$ cat config.mk
export PLATFORM = sky130hd
export DESIGN_NAME = zzcs_ctrl
export DESIGN_NICKNAME = d
export VERILOG_FILES = /design/src/design/zzcs_pkg.sv /design/src/design/zzcs_ctrl.sv
export VERILOG_INCLUDE_DIRS = /design/src /design/src/design
export SDC_FILE = /design/constraint.sdc
export NUM_CORES = 1
export LEC_CHECK = 0
export ABC_AREA = 1
export BUFFER_PORTS_ARGS = -buffer_cell sky130_fd_sc_hd__buf_2
export CORE_AREA = 2 2 39 41
export DETAILED_ROUTE_END_ITERATION = 8
export DIE_AREA = 0 0 41 43
export PLACE_DENSITY = 0.41
export SYNTH_ARGS = -nofsm -noshare
export SYNTH_HDL_FRONTEND = slang
export SYNTH_SLANG_ARGS = --single-unit
$ cat constraint.sdc
create_clock -name clk -period 1.75 [get_ports clk]
set_input_delay 0.175 -clock clk [delete_from_list [all_inputs] [get_ports clk]]
set_output_delay 0.175 -clock clk [all_outputs]
set_load 0.02 [all_outputs]
$ cat src/design/assert_macros.svh
// Assertion macros shared by the snapshot store RTL.
// Included by modules that carry concurrent checks; no other dependencies.
`ifndef ASSERT_MACROS_SVH
`define ASSERT_MACROS_SVH
`ifndef SYNTHESIS
`define ZZ_ASSERT(lbl, clk, rst, prop) \
  lbl: assert property (@(posedge clk) disable iff (rst) prop) \
    else $error("zzcs: check failed");
`define ZZ_ASSERT_NR(lbl, clk, prop) \
  lbl: assert property (@(posedge clk) prop) \
    else $error("zzcs: check failed");
`else
`define ZZ_ASSERT(lbl, clk, rst, prop)
`define ZZ_ASSERT_NR(lbl, clk, prop)
`endif
`endif

$ cat src/design/zzcs_pkg.sv
// Types and constants for the dual-copy snapshot store.
// No dependencies; imported by zzcs_ctrl, zzcs_dp and the top level.
`default_nettype none

package zzcs_pkg;

  localparam int OP_W      = 2;
  localparam int PAGE_W    = 10;
  localparam int DATA_W    = 64;
  localparam int S_TDATA_W = 80;
  localparam int M_TDATA_W = 72;
  localparam int M_PAD_W   = M_TDATA_W - DATA_W - 1;
  localparam int PEXT_W    = 17;

  localparam logic [7:0]        FILL_BYTE = 8'h53;
  localparam logic [DATA_W-1:0] FILL_WORD = {8{FILL_BYTE}};

  typedef enum logic [OP_W-1:0] {
    OP_READ     = 2'd0,
    OP_WRITE    = 2'd1,
    OP_PREPARE  = 2'd2,
    OP_SNAPSHOT = 2'd3
  } op_e_t;

  // per-page select bits
  typedef struct packed {
    logic ws;
    logic rs;
  } sel_t;

  typedef struct packed {
    logic take;
    logic clear;
    logic sweep;
    logic commit;
  } ctl_cmd_t;

  typedef struct packed {
    logic is_prepare;
    logic clear_done;
    logic sweep_done;
    logic out_free;
  } dp_stat_t;

endpackage

`default_nettype wire

$ cat src/design/zzcs_ctrl.sv
// Controller state machine of the snapshot store: clear pass, lookup,
// prepare sweep and result hand-off. Depends on zzcs_pkg and assert_macros.svh.
`default_nettype none
`include "assert_macros.svh"

module zzcs_ctrl (
  input  wire logic               clk,
  input  wire logic               rst,
  input  wire logic               s_tvalid,
  output logic                    s_tready,
  input  wire zzcs_pkg::dp_stat_t stat,
  output zzcs_pkg::ctl_cmd_t      cmd
);

  import zzcs_pkg::*;

  typedef enum logic [4:0] {
    ST_CLEAR  = 5'b00001,
    ST_IDLE   = 5'b00010,
    ST_LOOKUP = 5'b00100,
    ST_SWEEP  = 5'b01000,
    ST_FINISH = 5'b10000
  } state_t;

  state_t state, state_next;

  always_ff @(posedge clk) begin
    if (rst) begin
      state <= ST_CLEAR;
    end else begin
      state <= state_next;
    end
  end

  always_comb begin
    state_next = state;
    cmd        = '0;
    s_tready   = 1'b0;
    case (state)
      ST_CLEAR: begin
        cmd.clear = 1'b1;
        if (stat.clear_done) begin
          state_next = ST_IDLE;
        end
      end
      ST_IDLE: begin
        s_tready = 1'b1;
        cmd.take = s_tvalid;
        if (s_tvalid) begin
          state_next = ST_LOOKUP;
        end
      end
      ST_LOOKUP: begin
        state_next = stat.is_prepare ? ST_SWEEP : ST_FINISH;
      end
      ST_SWEEP: begin
        cmd.sweep = 1'b1;
        if (stat.sweep_done) begin
          state_next = ST_FINISH;
        end
      end
      ST_FINISH: begin
        // hold until the output register can take the word
        if (stat.out_free) begin
          cmd.commit = 1'b1;
          state_next = ST_IDLE;
        end
      end
      default: begin
        state_next = ST_CLEAR;
      end
    endcase
  end

  `ZZ_ASSERT(a_take_to_lookup, clk, rst, cmd.take |=> (state == ST_LOOKUP))
  `ZZ_ASSERT(a_commit_free, clk, rst, cmd.commit |-> stat.out_free)
  `ZZ_ASSERT(a_sweep_holds, clk, rst, (cmd.sweep && !stat.sweep_done) |=> cmd.sweep)

endmodule

`default_nettype wire

* Yosys cells after proc, flatten, opt, wreduce, memory -nomap -nowiden
Index checks and enable logic that the tools add are counted.
** Storage, ports and cells
- Bits in registers :: 5
- Input bits :: 7
- Output and inout port bits :: 5
** Cells by class
- Equality and inequality tests :: 9
- Muxes and demuxes :: 12
- Reductions and logical operators :: 1
** Operators with widths (number)
- 5-bit 2-to-1 mux :: 5
- 5-bit case mux with 5 select lines :: 1
- 2-bit != test (second input constant) :: 4
- 1-bit 2-to-1 mux :: 6
- 5-bit by 1-bit == test with 1-bit output (second input constant) :: 1
- 5-bit by 2-bit == test with 1-bit output (second input constant) :: 1
- 5-bit by 3-bit == test with 1-bit output (second input constant) :: 1
- 5-bit by 4-bit == test with 1-bit output (second input constant) :: 1
- 5-bit == test (second input constant) :: 1
- 4-bit AND reduction :: 1

* Depth between registers and ports, before layout
- Word-level depth :: 3
- Mapped depth :: 7
- Mapped depth without buffers :: 7

* Worst setup path after synthesis
No wires, ideal clock.
- Path kind :: flip-flop to output port
- Start point :: register state[2]
- End point :: output port cmd[3] (netlist bit)
- Data arrival time :: 948 ps
- Data required time :: 1575 ps
- Path slack :: 627 ps
- Stages on the path, launching flop included :: 4
- Buffers on the path :: 0
- Cell sequence :: dfxtp_1 nor2_2 nand3_1 nor2_1
** RTL lines
- start: declaration :: RTL line zzcs_ctrl.sv:25 : state_t state, state_next;
- start signal: assignment :: RTL line zzcs_ctrl.sv:31 : state <= state_next;
- end: declaration :: RTL line zzcs_ctrl.sv:12 : output zzcs_pkg::ctl_cmd_t cmd

==> run_results.csv <==
group,metric,value,unit
timing,maxClockFrequency,0.6921,GHz
timing,timing.final.crit_period,1.445,ns
global_route,largest_net_degree_at_the_start_of_global_routing,8,
layout,num-fill-cells,170,
cts,cts.hold.buffers_added,0,
placement,numPortBuffers,11,
route,route.final.wire_length,723,um
layout,fin_util,0.2902,
critical_path,cp_cell_sequence,"nor2_2 -> nand3_1 -> nor2_1 -> buf_2",
cts,cts_buffers,3,
synth,netlist.top_cell.by_area,"sky130_fd_sc_hd__dfxtp_1",
synth,synthArstFlopShare,0,
critical_path,crit_fanout,6,
route,drt_drc_violations_left,0,
global_route,grt-ovfl-total,0,
synth,average_cell_area_after_synthesis,6.256,um^2
synth,number_of_different_library_cells_in_the_post_synthesis_netlist,13,
placement,place_congestion,0.7110,
layout,largest_register_ffs,5,
synth,yosys_register_bits,5,
route,drt_pass1_iterations,2,
cts,ctsLongestPathBuffers,2,
layout,number_of_nets_in_the_final_layout,71,
cts,cts_tree,"yes",
timing,timing.max_slew.rel_slack,0.8318,
layout,regMostFlops,"state",
global_route,globalRouteMet3Util,0.07853,
synth,synth_most_common_cell,"sky130_fd_sc_hd__inv_1",
route,post_drt_via_cell_ratio,4.215,
synth,synthesis.nets,55,
cts,htreeDepth,1,
floorplan,placement_rows,14,
cts,clock_tree.root_cell,"sky130_fd_sc_hd__clkbuf_4",
timing,fin_tns_setup,0,ns
synth,synth.top_cells.by_count,"sky130_fd_sc_hd__inv_1 (10), sky130_fd_sc_hd__nor2_1 (7), sky130_fd_sc_hd__nand2_1 (6)",
timing,timing_worst_slew_pin_value,0.2520,ns
job,timing.max_cap.violations,0,
power_and_ir_drop,power_per_cell_area,981.3,nW/um^2
global_route,grt-busiest-layer,"met2",
cts,post_cts_resized,0,
critical_path,timing.critical_path.from_type,"flip-flop",
layout,reg_top3,"state (5)",
global_route,grt_pass1_vias,290,
critical_path,critPathKind,"reg2out",
floorplan,die_h,43,um
cts,clkSlewWorstSetupHoldPaths,0.05,ns
timing,hold_viol,0,
synth,ys_seq_area_frac,0.3333,
power_and_ir_drop,power.static_leakage,0.2318,nW
synth,synthesis.area,300.3,um^2
route,wl_per_cell,9.152,um
cts,postCtsSetupRepairBufs,0,
synth,synthCells,48,
synth,netlist.area_leader.share,0.3333,
critical_path,timing.critical_path.to_type,"primary output",
synth,post_synth_main_area_contributors,"sky130_fd_sc_hd__dfxtp_1 (33%), sky130_fd_sc_hd__inv_1 (13%), sky130_fd_sc_hd__nand4_1 (10%)",
cts,cts_sinks,5,
critical_path,data_arrival_critical_path,1.27,ns
global_route,groute.usage.overall,0.1044,
synth,synth-edff-count,0,
global_route,grt_antenna_before_repair,0,
floorplan,placeableCoreArea,1384,um^2
layout,layout-drive-gt1-share,0.2857,
layout,area_delta_synth_final,33.75,%
layout,insertedDiodeCount,0,
cts,clkLatencyLatePin,0.25,ns
critical_path,highest_cell_delay_on_the_worst_timing_path,0.33,ns
run_status,status,"completed",
floorplan,pin_count,12,
floorplan,initial_utilization,0.2170,
global_route,grt_use_met1,0.1125,
timing,period_share,0.8256,
synth,synthesis.yosys.warnings,0,
global_route,global_routing_usage_on_met2,0.1500,
timing,finalSetupViolCount,0,
floorplan,floorplan.die_area,1763,um^2
timing,report.final.slew_viol_count,0,
route,route.vias.total,333,
power_and_ir_drop,ir_worst_vdd,417.5,uV
route,final_antenna_net_count,0,
timing,setup_repair_after_global_routing_missed_its_margin,"no",
floorplan,die_width,41,um
global_route,first_pass_grt_wire_length,1152,um
placement,half_perimeter_wire_length_of_the_detailed_placement_result,594,um
critical_path,crit_required,1.57,ns
route,first_drt_iteration_drcs,1,
worst_hold_path,min-delay-path-class,"in2reg",
synth,synth_ff_type,"sky130_fd_sc_hd__dfxtp_1",
timing,clock_skew,0.007091,ns
critical_path,critPathSlowestCell,"sky130_fd_sc_hd__dfxtp_1",
cells by family (layout without fill, tap and decap cells):
logic type / Yosys count / count (layout) / share of synthesized area
flops: 5 / 5 / 0.3333
simple gates: 27 / 27 / 0.4500
compound gates: 4 / 4 / 0.06664
buf+inv: 12 / 27 / 0.1500
power by group:
part | switching [mW] | total (mW) | internal (mW)
Combinational | 0.0735 | 0.116 | 0.0421
Sequential | 0.0147 | 0.141 | 0.127
Clock | 0.0508 | 0.137 | 0.0865
final timing paths:
check / slack [ns] / start / depth (start not counted) / endpoint
max: 0.31 / state[2]$_SDFFE_PP0P_ / 4 / cmd[3]
min: 0.16 / rst / 2 / state[1]$_SDFFE_PP0P_
max reg2reg: 0.63 / state[2]$_SDFFE_PP0P_ / 6 / state[0]$_SDFFE_PP1P_
min reg2reg: 0.55 / state[4]$_SDFFE_PP0P_ / 2 / state[4]$_SDFFE_PP0P_
critical path, delay by kind of cell (launching register included):
kind	cells	cell delay [ns]
buf+inv	1	0.17
flops	1	0.33
simple gates	3	0.53
stage by stage:
stage | power, mW | hold WS [ns] | std cells | cell area, um^2 | worst slack, ns
detailed placement | 0.2610 | 0.4134 | 75 | 375.4 | 0.5704
CTS | 0.4052 | 0.1485 | 79 | 401.6 | 0.2912
floorplan | 0.2253 | 0.2441 | 48 | 300.3 | 0.6266
global route | 0.4329 | 0.1367 | 79 | 401.6 | 0.1908
finish | 0.3941 | 0.1575 | 79 | 401.6 | 0.3052
global placement | 0.2615 | 0.4195 | 75 | 375.4 | 0.5802
metal layers:
layer / wire length (um) / vias to the layer above / share of wire
li1: - / 185 / -
met2: 325 / 7 / 0.45
met4: 19 / 0 / 0.026
met5: 0 / - / 0
met3: 26 / 2 / 0.036
met1: 352 / 139 / 0.49
layout make-up:
| cell class | count | area (um^2) | share of cell area |
|---|---|---|---|
| repair buffers | 11 | 55.05 | 0.1371 |
| well taps | 16 | 20.02 | 0.04984 |
| multi-input cells | 31 | 155.1 | 0.3863 |
| clock buffers | 4 | 26.28 | 0.06542 |
| inverters | 12 | 45.04 | 0.1121 |
| flip-flops and latches | 5 | 100.1 | 0.2492 |
cell usage in the layout (no fill, tap or decap):
cell type                   n
sky130_fd_sc_hd__buf_2     11
sky130_fd_sc_hd__inv_1     10
sky130_fd_sc_hd__nor2_1     7
sky130_fd_sc_hd__nand2_1    6
sky130_fd_sc_hd__nand3_1    5
sky130_fd_sc_hd__nand4_1    5
sky130_fd_sc_hd__dfxtp_1    5
sky130_fd_sc_hd__a21oi_1    3
sky130_fd_sc_hd__clkbuf_4   3
sky130_fd_sc_hd__inv_2      2
sky130_fd_sc_hd__nor2_4     1
sky130_fd_sc_hd__nor2_2     1
sky130_fd_sc_hd__o21ai_1    1
sky130_fd_sc_hd__nand3b_1   1
sky130_fd_sc_hd__nor3_1     1
sky130_fd_sc_hd__clkbuf_1   1
Note: power is estimated with default switching activity, not from simulation.
